## config.mk

```make
export PLATFORM = sky130hd
export DESIGN_NAME = fixed_time_signal_aspect
export DESIGN_NICKNAME = d
export VERILOG_FILES = /design/src/sv/fsa_pkg.sv /design/src/sv/fsa_cell.sv /design/src/sv/fsa_decode.sv /design/src/sv/fixed_time_signal_aspect.sv
export SDC_FILE = /design/constraint.sdc
export NUM_CORES = 2
export LEC_CHECK = 0
export BUFFER_PORTS_ARGS = -buffer_cell sky130_fd_sc_hd__buf_2
export CAP_MARGIN = 20
export CORE_ASPECT_RATIO = 0.7
export CORE_MARGIN = 10
export CORE_UTILIZATION = 40
export CTS_CLUSTER_SIZE = 28
export DETAILED_ROUTE_END_ITERATION = 8
export HOLD_SLACK_MARGIN = 0.06
export PLACE_DENSITY_LB_ADDON = 0.15
export REMOVE_ABC_BUFFERS = 1
export SLEW_MARGIN = 10
export SYNTH_ARGS = -nofsm -noshare
export SYNTH_HDL_FRONTEND = slang
export SYNTH_HIERARCHICAL = 1
export SYNTH_SLANG_ARGS = --single-unit
```

## constraint.sdc

```tcl
create_clock -name clk -period 5.7 [get_ports clk]
set_input_delay 0.57 -clock clk [delete_from_list [all_inputs] [get_ports clk]]
set_output_delay 0.57 -clock clk [all_outputs]
set_load 0.02 [all_outputs]
```

## src/sv/fsa_pkg.sv

```systemverilog
// Shared types and constants for the fixed-time signal aspect block.
// Depends on nothing; every other file refers to it by scoped names.
package fsa_pkg;

  // Register index codes on the configuration port.
  localparam logic [2:0] REG_PLAN_ENABLED = 3'd0;
  localparam logic [2:0] REG_NUM_GROUPS   = 3'd1;
  localparam logic [2:0] REG_GREEN_MS     = 3'd2;
  localparam logic [2:0] REG_AMBER_MS     = 3'd3;
  localparam logic [2:0] REG_ALL_RED_MS   = 3'd4;
  localparam logic [2:0] REG_OFFSET_MS    = 3'd5;

  localparam int CFG_ADDR_W = 3;
  localparam int CFG_DATA_W = 32;

  localparam int CNT_W    = 4;   // num_groups register width
  localparam int PHASE_W  = 18;  // three 16-bit times summed
  localparam int CYCLE_W  = PHASE_W + CNT_W;
  localparam int MAG_W    = 33;  // magnitude of a 33-bit signed time
  localparam int RAWIN_W  = 10;  // red-amber window, at most 1000 ms
  localparam int OUTCYC_W = 21;

  localparam logic [15:0] MIN_GREEN_MS = 16'd1000;
  localparam logic [15:0] RED_AMBER_MS = 16'd1000;

  // A live cycle is at least two phases of at least 1000 ms, so it exceeds
  // 2^10 and a magnitude of at most 2^32 needs no more than 22 reduction steps.
  localparam int NUM_CELLS = 22;

  // Edges from an accepted request to the edge that samples its strobe.
  localparam int RESULT_DELAY = NUM_CELLS + 4;

  typedef enum logic [1:0] {
    ASPECT_RED       = 2'd0,
    ASPECT_RED_AMBER = 2'd1,
    ASPECT_GREEN     = 2'd2,
    ASPECT_AMBER     = 2'd3
  } aspect_t;

  typedef struct packed {
    logic [7:0]         group_index;
    logic signed [31:0] now_ms;
  } query_t;

  typedef struct packed {
    aspect_t               aspect;
    logic [OUTCYC_W-1:0]   cycle_ms;
  } result_t;

  // Derived plan values, refreshed every cycle from the registers.
  typedef struct packed {
    logic [PHASE_W-1:0] phase;
    logic [CYCLE_W-1:0] cycle;
    logic [15:0]        green;
    logic [16:0]        amber_end;
    logic [RAWIN_W-1:0] ra_win;
    logic               ra_on;
  } plan_t;

  // One request travelling down the reduction chain.
  typedef struct packed {
    logic             vld;
    logic             bypass;      // answer is green without any timing
    logic             zero_cycle;  // plan unsignalised, report zero cycle
    logic [CNT_W-1:0] group;
    logic             neg;
    logic [MAG_W-1:0] rem;
  } token_t;

endpackage

```

## src/sv/fsa_cell.sv

```systemverilog
// One reduction cell: conditionally subtracts the cycle shifted by SHIFT.
// Depends on fsa_pkg for the token type and widths.
module fsa_cell #(
  parameter int SHIFT = 0
) (
  input  logic                        clk,
  input  logic                        rst,
  input  logic [fsa_pkg::CYCLE_W-1:0] cycle,
  input  fsa_pkg::token_t             tok_in,
  output fsa_pkg::token_t             tok_out
);

  localparam int DW = fsa_pkg::CYCLE_W + SHIFT + 2;

  logic [DW-1:0] diff;
  logic          take;
  fsa_pkg::token_t tok_next;

  always_comb begin
    diff = DW'(tok_in.rem) - (DW'(cycle) << SHIFT);
    take = !diff[DW-1];
    tok_next = tok_in;
    if (take) begin
      tok_next.rem = fsa_pkg::MAG_W'(diff);
    end
  end

  always_ff @(posedge clk) begin
    if (rst) begin
      tok_out.vld <= 1'b0;
    end else begin
      tok_out.vld <= tok_in.vld;
    end
  end

  always_ff @(posedge clk) begin
    tok_out.bypass     <= tok_next.bypass;
    tok_out.zero_cycle <= tok_next.zero_cycle;
    tok_out.group      <= tok_next.group;
    tok_out.neg        <= tok_next.neg;
    tok_out.rem        <= tok_next.rem;
  end

endmodule

```

## src/sv/fsa_decode.sv

```systemverilog
// Tail of the pipeline: sign fix, position in the group's phase, aspect.
// Depends on fsa_pkg for the token, plan and result types.
module fsa_decode (
  input  logic              clk,
  input  logic              rst,
  input  fsa_pkg::plan_t    plan,
  input  fsa_pkg::token_t   tok_in,
  output logic              done,
  output fsa_pkg::result_t  result
);

  typedef struct packed {
    logic                        vld;
    logic                        bypass;
    logic                        zero_cycle;
    logic [fsa_pkg::CYCLE_W-1:0] t;
    logic [fsa_pkg::CYCLE_W-1:0] start;
  } pos_t;

  typedef struct packed {
    logic                        vld;
    logic                        bypass;
    logic                        zero_cycle;
    logic [fsa_pkg::CYCLE_W-1:0] since;
  } since_t;

  pos_t   pos, pos_next;
  since_t snc, snc_next;
  logic   done_next;
  fsa_pkg::result_t result_next;

  logic [fsa_pkg::CYCLE_W-1:0] rem_lo;
  logic [fsa_pkg::CYCLE_W:0]   wrap_sum;
  logic [fsa_pkg::CYCLE_W-1:0] until_ms;

  // The remainder is below the cycle; a negative time folds it back.
  always_comb begin
    rem_lo = tok_in.rem[fsa_pkg::CYCLE_W-1:0];
    pos_next.vld        = tok_in.vld;
    pos_next.bypass     = tok_in.bypass;
    pos_next.zero_cycle = tok_in.zero_cycle;
    if (tok_in.neg && (rem_lo != '0)) begin
      pos_next.t = plan.cycle - rem_lo;
    end else begin
      pos_next.t = rem_lo;
    end
    pos_next.start = fsa_pkg::CYCLE_W'(plan.phase * tok_in.group);
  end

  always_comb begin
    snc_next.vld        = pos.vld;
    snc_next.bypass     = pos.bypass;
    snc_next.zero_cycle = pos.zero_cycle;
    wrap_sum = {1'b0, pos.t} + {1'b0, plan.cycle};
    if (pos.t >= pos.start) begin
      snc_next.since = pos.t - pos.start;
    end else begin
      snc_next.since = fsa_pkg::CYCLE_W'(wrap_sum - {1'b0, pos.start});
    end
  end

  always_comb begin
    until_ms  = plan.cycle - snc.since;
    done_next = snc.vld;
    result_next.cycle_ms = snc.zero_cycle ? '0 : plan.cycle[fsa_pkg::OUTCYC_W-1:0];
    if (snc.bypass) begin
      result_next.aspect = fsa_pkg::ASPECT_GREEN;
    end else if (snc.since < fsa_pkg::CYCLE_W'(plan.green)) begin
      result_next.aspect = fsa_pkg::ASPECT_GREEN;
    end else if (snc.since < fsa_pkg::CYCLE_W'(plan.amber_end)) begin
      result_next.aspect = fsa_pkg::ASPECT_AMBER;
    end else if (plan.ra_on && (until_ms <= fsa_pkg::CYCLE_W'(plan.ra_win))) begin
      result_next.aspect = fsa_pkg::ASPECT_RED_AMBER;
    end else begin
      result_next.aspect = fsa_pkg::ASPECT_RED;
    end
  end

  always_ff @(posedge clk) begin
    if (rst) begin
      pos.vld <= 1'b0;
      snc.vld <= 1'b0;
      done    <= 1'b0;
    end else begin
      pos.vld <= pos_next.vld;
      snc.vld <= snc_next.vld;
      done    <= done_next;
    end
  end

  always_ff @(posedge clk) begin
    pos.bypass     <= pos_next.bypass;
    pos.zero_cycle <= pos_next.zero_cycle;
    pos.t          <= pos_next.t;
    pos.start      <= pos_next.start;
    snc.bypass     <= snc_next.bypass;
    snc.zero_cycle <= snc_next.zero_cycle;
    snc.since      <= snc_next.since;
    result         <= result_next;
  end

endmodule

```

## src/sv/fixed_time_signal_aspect.sv

```systemverilog
// Top level of the fixed-time signal aspect query block.
// Depends on fsa_pkg, fsa_cell and fsa_decode.
//
//   channel  handshake             payload
//   query    start / busy          query.group_index, query.now_ms
//   result   done (one cycle)      result.aspect, result.cycle_ms
//   config   cfg_we                cfg_addr, cfg_wdata
//
// A request is taken at every clock edge where start is high and busy is low,
// so one query enters per cycle. Its result is driven with done high once the
// request has passed the entry register, the row of reduction cells and the
// decode's position, since and result registers; the row of reduction cells
// takes the time modulo the cycle one quotient bit per cell.
// Reset is synchronous; busy is high only while rst is high, and the chain empties then.
// The receiver cannot stall, so nothing ever holds the pipeline.
module fixed_time_signal_aspect #(
  parameter int MAX_GROUPS = 8
) (
  input  logic                           clk,
  input  logic                           rst,
  input  logic                           start,
  output logic                           busy,
  input  fsa_pkg::query_t                query,
  output logic                           done,
  output fsa_pkg::result_t               result,
  input  logic                           cfg_we,
  input  logic [fsa_pkg::CFG_ADDR_W-1:0] cfg_addr,
  input  logic [fsa_pkg::CFG_DATA_W-1:0] cfg_wdata
);

  // Configuration registers, reset to the plan's power-up values.
  logic                      plan_enabled;
  logic [fsa_pkg::CNT_W-1:0] num_groups;
  logic [15:0]               green_ms;
  logic [15:0]               amber_ms;
  logic [15:0]               all_red_ms;
  logic [31:0]               offset_ms;

  always_ff @(posedge clk) begin
    if (rst) begin
      plan_enabled <= 1'b0;
      num_groups   <= '0;
      green_ms     <= 16'd1000;
      amber_ms     <= '0;
      all_red_ms   <= '0;
      offset_ms    <= '0;
    end else if (cfg_we) begin
      unique case (cfg_addr)
        fsa_pkg::REG_PLAN_ENABLED: plan_enabled <= cfg_wdata[0];
        fsa_pkg::REG_NUM_GROUPS:   num_groups   <= cfg_wdata[fsa_pkg::CNT_W-1:0];
        fsa_pkg::REG_GREEN_MS:     green_ms     <= cfg_wdata[15:0];
        fsa_pkg::REG_AMBER_MS:     amber_ms     <= cfg_wdata[15:0];
        fsa_pkg::REG_ALL_RED_MS:   all_red_ms   <= cfg_wdata[15:0];
        fsa_pkg::REG_OFFSET_MS:    offset_ms    <= cfg_wdata;
        default: ;
      endcase
    end
  end

  // Effective group count: register value saturated at MAX_GROUPS.
  logic [fsa_pkg::CNT_W-1:0]   groups_eff;
  logic                        unsignalised;
  logic [15:0]                 green_eff;
  logic [fsa_pkg::PHASE_W-1:0] phase_c;
  fsa_pkg::plan_t              plan, plan_next;

  always_comb begin
    if (int'(num_groups) > MAX_GROUPS) begin
      groups_eff = fsa_pkg::CNT_W'(MAX_GROUPS);
    end else begin
      groups_eff = num_groups;
    end
    unsignalised = !plan_enabled || (groups_eff < fsa_pkg::CNT_W'(2));
    green_eff = (green_ms < fsa_pkg::MIN_GREEN_MS) ? fsa_pkg::MIN_GREEN_MS : green_ms;
    phase_c = fsa_pkg::PHASE_W'(green_eff) + fsa_pkg::PHASE_W'(amber_ms)
            + fsa_pkg::PHASE_W'(all_red_ms);
    plan_next.phase     = phase_c;
    plan_next.cycle     = fsa_pkg::CYCLE_W'(phase_c * groups_eff);
    plan_next.green     = green_eff;
    plan_next.amber_end = {1'b0, green_eff} + {1'b0, amber_ms};
    plan_next.ra_win    = (all_red_ms < fsa_pkg::RED_AMBER_MS)
                        ? all_red_ms[fsa_pkg::RAWIN_W-1:0]
                        : fsa_pkg::RED_AMBER_MS[fsa_pkg::RAWIN_W-1:0];
    plan_next.ra_on     = (all_red_ms != '0);
  end

  // The derived plan is registered from the configuration registers. The user must change
  // configuration only while the block is empty; the block itself does not enforce it. The first
  // cell reads the cycle in the cycle after a request is taken, so the lag is never visible.
  always_ff @(posedge clk) begin
    plan <= plan_next;
  end

  assign busy = rst;

  // Entry stage: exact 33-bit sum of time and offset, split into sign and
  // magnitude for the unsigned reduction chain.
  logic                        accept;
  logic [fsa_pkg::MAG_W-1:0]   sum;
  fsa_pkg::token_t             tok_entry;
  fsa_pkg::token_t             tok [fsa_pkg::NUM_CELLS+1];

  assign accept = start && !busy;

  always_comb begin
    sum = {query.now_ms[31], query.now_ms} + {offset_ms[31], offset_ms};
    tok_entry.vld        = accept;
    tok_entry.zero_cycle = unsignalised;
    tok_entry.bypass     = unsignalised
                         || (query.group_index >= {{(8 - fsa_pkg::CNT_W){1'b0}}, groups_eff});
    tok_entry.group      = query.group_index[fsa_pkg::CNT_W-1:0];
    tok_entry.neg        = sum[fsa_pkg::MAG_W-1];
    tok_entry.rem        = sum[fsa_pkg::MAG_W-1] ? (~sum + fsa_pkg::MAG_W'(1)) : sum;
  end

  always_ff @(posedge clk) begin
    if (rst) begin
      tok[0].vld <= 1'b0;
    end else begin
      tok[0].vld <= tok_entry.vld;
    end
  end

  always_ff @(posedge clk) begin
    tok[0].bypass     <= tok_entry.bypass;
    tok[0].zero_cycle <= tok_entry.zero_cycle;
    tok[0].group      <= tok_entry.group;
    tok[0].neg        <= tok_entry.neg;
    tok[0].rem        <= tok_entry.rem;
  end

  // Row of reduction cells, highest shift first; each cell removes one
  // multiple of the cycle at its bit weight and hands the rest along.
  for (genvar i = 0; i < fsa_pkg::NUM_CELLS; i++) begin : g_cell
    fsa_cell #(
      .SHIFT(fsa_pkg::NUM_CELLS - 1 - i)
    ) u_cell (
      .clk     (clk),
      .rst     (rst),
      .cycle   (plan.cycle),
      .tok_in  (tok[i]),
      .tok_out (tok[i+1])
    );
  end

  fsa_decode u_decode (
    .clk    (clk),
    .rst    (rst),
    .plan   (plan),
    .tok_in (tok[fsa_pkg::NUM_CELLS]),
    .done   (done),
    .result (result)
  );

endmodule

```

==> out/results.ini <==
[cts]
cts_tree = done
htreeDepth = 3
ctsRootBufferMaster = clkbuf_16
cts_sinks = 1152
cts_buffers = 116
insertion_delay_ps = 770
path_clk_slew_ps = 70
cts_buffer_depth = 3

[die]
chipWidth_um = 521
fp.coreArea_um2 = 174000
io_pins = 104
dieHeight_um = 371
die_area_um2 = 193000
start_util_pct = 40.3
rows = 128

[place]
io_buffers = 103
placed_cell_area_um2 = 74200
place.gp.congestion = 0.896
place_ws_ps = -1480
placed_cells = 10517
dp_hpwl_mm = 157

[synth]
yosysWarnings = 6
synth.avg_cell_area_um2 = 8.69
netlist_area_um2 = 70300
netlist_instances = 8090

[cells_and_area]
drive_above_1_share_pct = 12.2
final_common_cell = dfxtp_1
layout_common_cells = dfxtp_1, inv_1, nand2_1, ha_1, a21oi_1
post-route-cell-area_um2 = 79700
nFillCells = 17004
area_growth_pct = 13.5
final_core_util_pct = 45.8
layout.nets = 9271
instances_no_fill = 10832

[grt]
grt_max_degree = 92
gr-total-overflow = 0
grt_pass1_wl_mm = 319
antenna_found_initial = 16
grt_pass1_vias = 54722
grtUsageTotal_pct = 20.6

[timing]
setup_slack_ps = -481
finClkSkew_ps = 43.3
setup_viol = 11
max_freq_ghz = 0.162
final-hold-violation-count = 0
slew-limit-headroom_pct = 25.5
rsz0062_at_grt = true
slew_violations = 0
post-route-period-util_pct = 108
period_needed_ps = 6180
max_slew.worst_pin.slew_ps = 1120

[power_and_ir_drop]
p_total_w = 0.0515
seq_power_share_pct = 24.4
p_leak_nw = 33.6
power.internal_w = 0.0283
power_density_nw_per_um2 = 646
switchingPower_w = 0.0233
p_comb_share_pct = 59.6
ir_drop_v = 0.000421
swShare_pct = 45.1
power.share.clock_pct = 16.0

[run_status]
outcome = complete, but fails checks
violations = negative setup slack

[critical_path]
critical-path-top-delay-family = buffers and inverters
critPathSlowestCell = fa_1
path_common_cell = buf_4
arrival_ps = 6830
required_ps = 6350
slowest_delay_ps = 510
worstPathMaxFanout = 3
endpoint_kind = flop
critPathKind = reg -> reg
startpoint_type = flop
path_buf_inv = 34

[routing]
dr.pass1.iters = 8
routedWlPerCell_um = 19.0
vias = 57637
drt-total-wl_mm = 206
vias_per_cell = 5.32
drc_errors = 0
final_antenna_net_count = 0
drt_iter0_drc = 4818

[flow_run]
drv_cap = 0

[hold_path]
hp-class = in -> reg

==> worst paths after layout <==
path	endpoint	slack (ps)	from	depth (start not counted)
min	offset_ms[1]	130	cfg_wdata[1]	3
max	plan[71]	-480	green_ms[11]	44
min reg2reg	g_cell[17].u_cell/tok_out[36]	300	g_cell[16].u_cell/tok_out[36]	0
max reg2reg	plan[71]	-480	green_ms[11]	44
==> cell type report <==
| class | instances | area, µm² | share of cell area, % |
|---|---|---|---|
| tap | 2340 | 2930 | 3.67 |
| clock inverter | 76 | 916 | 1.15 |
| multi-input combinational | 5803 | 43200 | 54.2 |
| inverter | 914 | 3430 | 4.31 |
| clock buffer | 144 | 3210 | 4.03 |
| antenna | 2 | 5.00 | 0.00628 |
| sequential | 1152 | 23100 | 29.0 |
| timing repair buffer | 401 | 2940 | 3.68 |
==> state kept, by name, summed over array words and instances, names as in the netlist <==
register	flops
amber_ms	16
plan_enabled	1
u_decode/done_next	1
offset_ms	32
tok	41
g_cell.u_cell/tok_out	846
u_decode/pos	47
plan	84
u_decode/result	23
u_decode/done	1
green_ms	16
u_decode/snc	24
all_red_ms	16
num_groups	4
==> through the flow <==
stage	hold WS, ps	setup TNS, ps
after floorplan	310	-2250
after global placement	310	-10220
after detailed placement	312	-11300
after CTS	61.4	-3490
after global routing	85.3	-7110
final	126	-3750
==> per-layer routing <==
layer	part of all wire (%)	vias up	wire, µm	GRT usage [%]
met5	0.0063	-	13	0
met4	1.8	2	3760	3.88
met3	5.7	209	11700	3.15
met2	41	1357	83400	30.1
met1	52	27281	107000	31.7
li1	-	28788	-	-
==> power by group through the flow <==
stage	Sequential, W	Clock (W)	Combinational [W]
2_1_floorplan	0.0119	0	0.0233
3_3_place_gp	0.0127	0	0.0299
3_5_place_dp	0.0127	0	0.0301
4_1_cts	0.0126	0.00846	0.0304
5_1_grt	0.0128	0.00878	0.0342
6_report	0.0126	0.00824	0.0307
==> what timing repair did <==
action                                  in CTS  in global routing
pin swaps                                   72                 56
hold endpoints to repair                    37                  0
endpoints found under the setup margin      13                 15
setup buffers                               56                 10
hold buffers                                29                  0
resized for setup                          115                 45
==> worst min-delay path, stage by stage <==
cell and delay, ps:
buf_2 150, nand2_1 70, a21oi_1 50
Note: power is estimated with default switching activity, not from simulation.
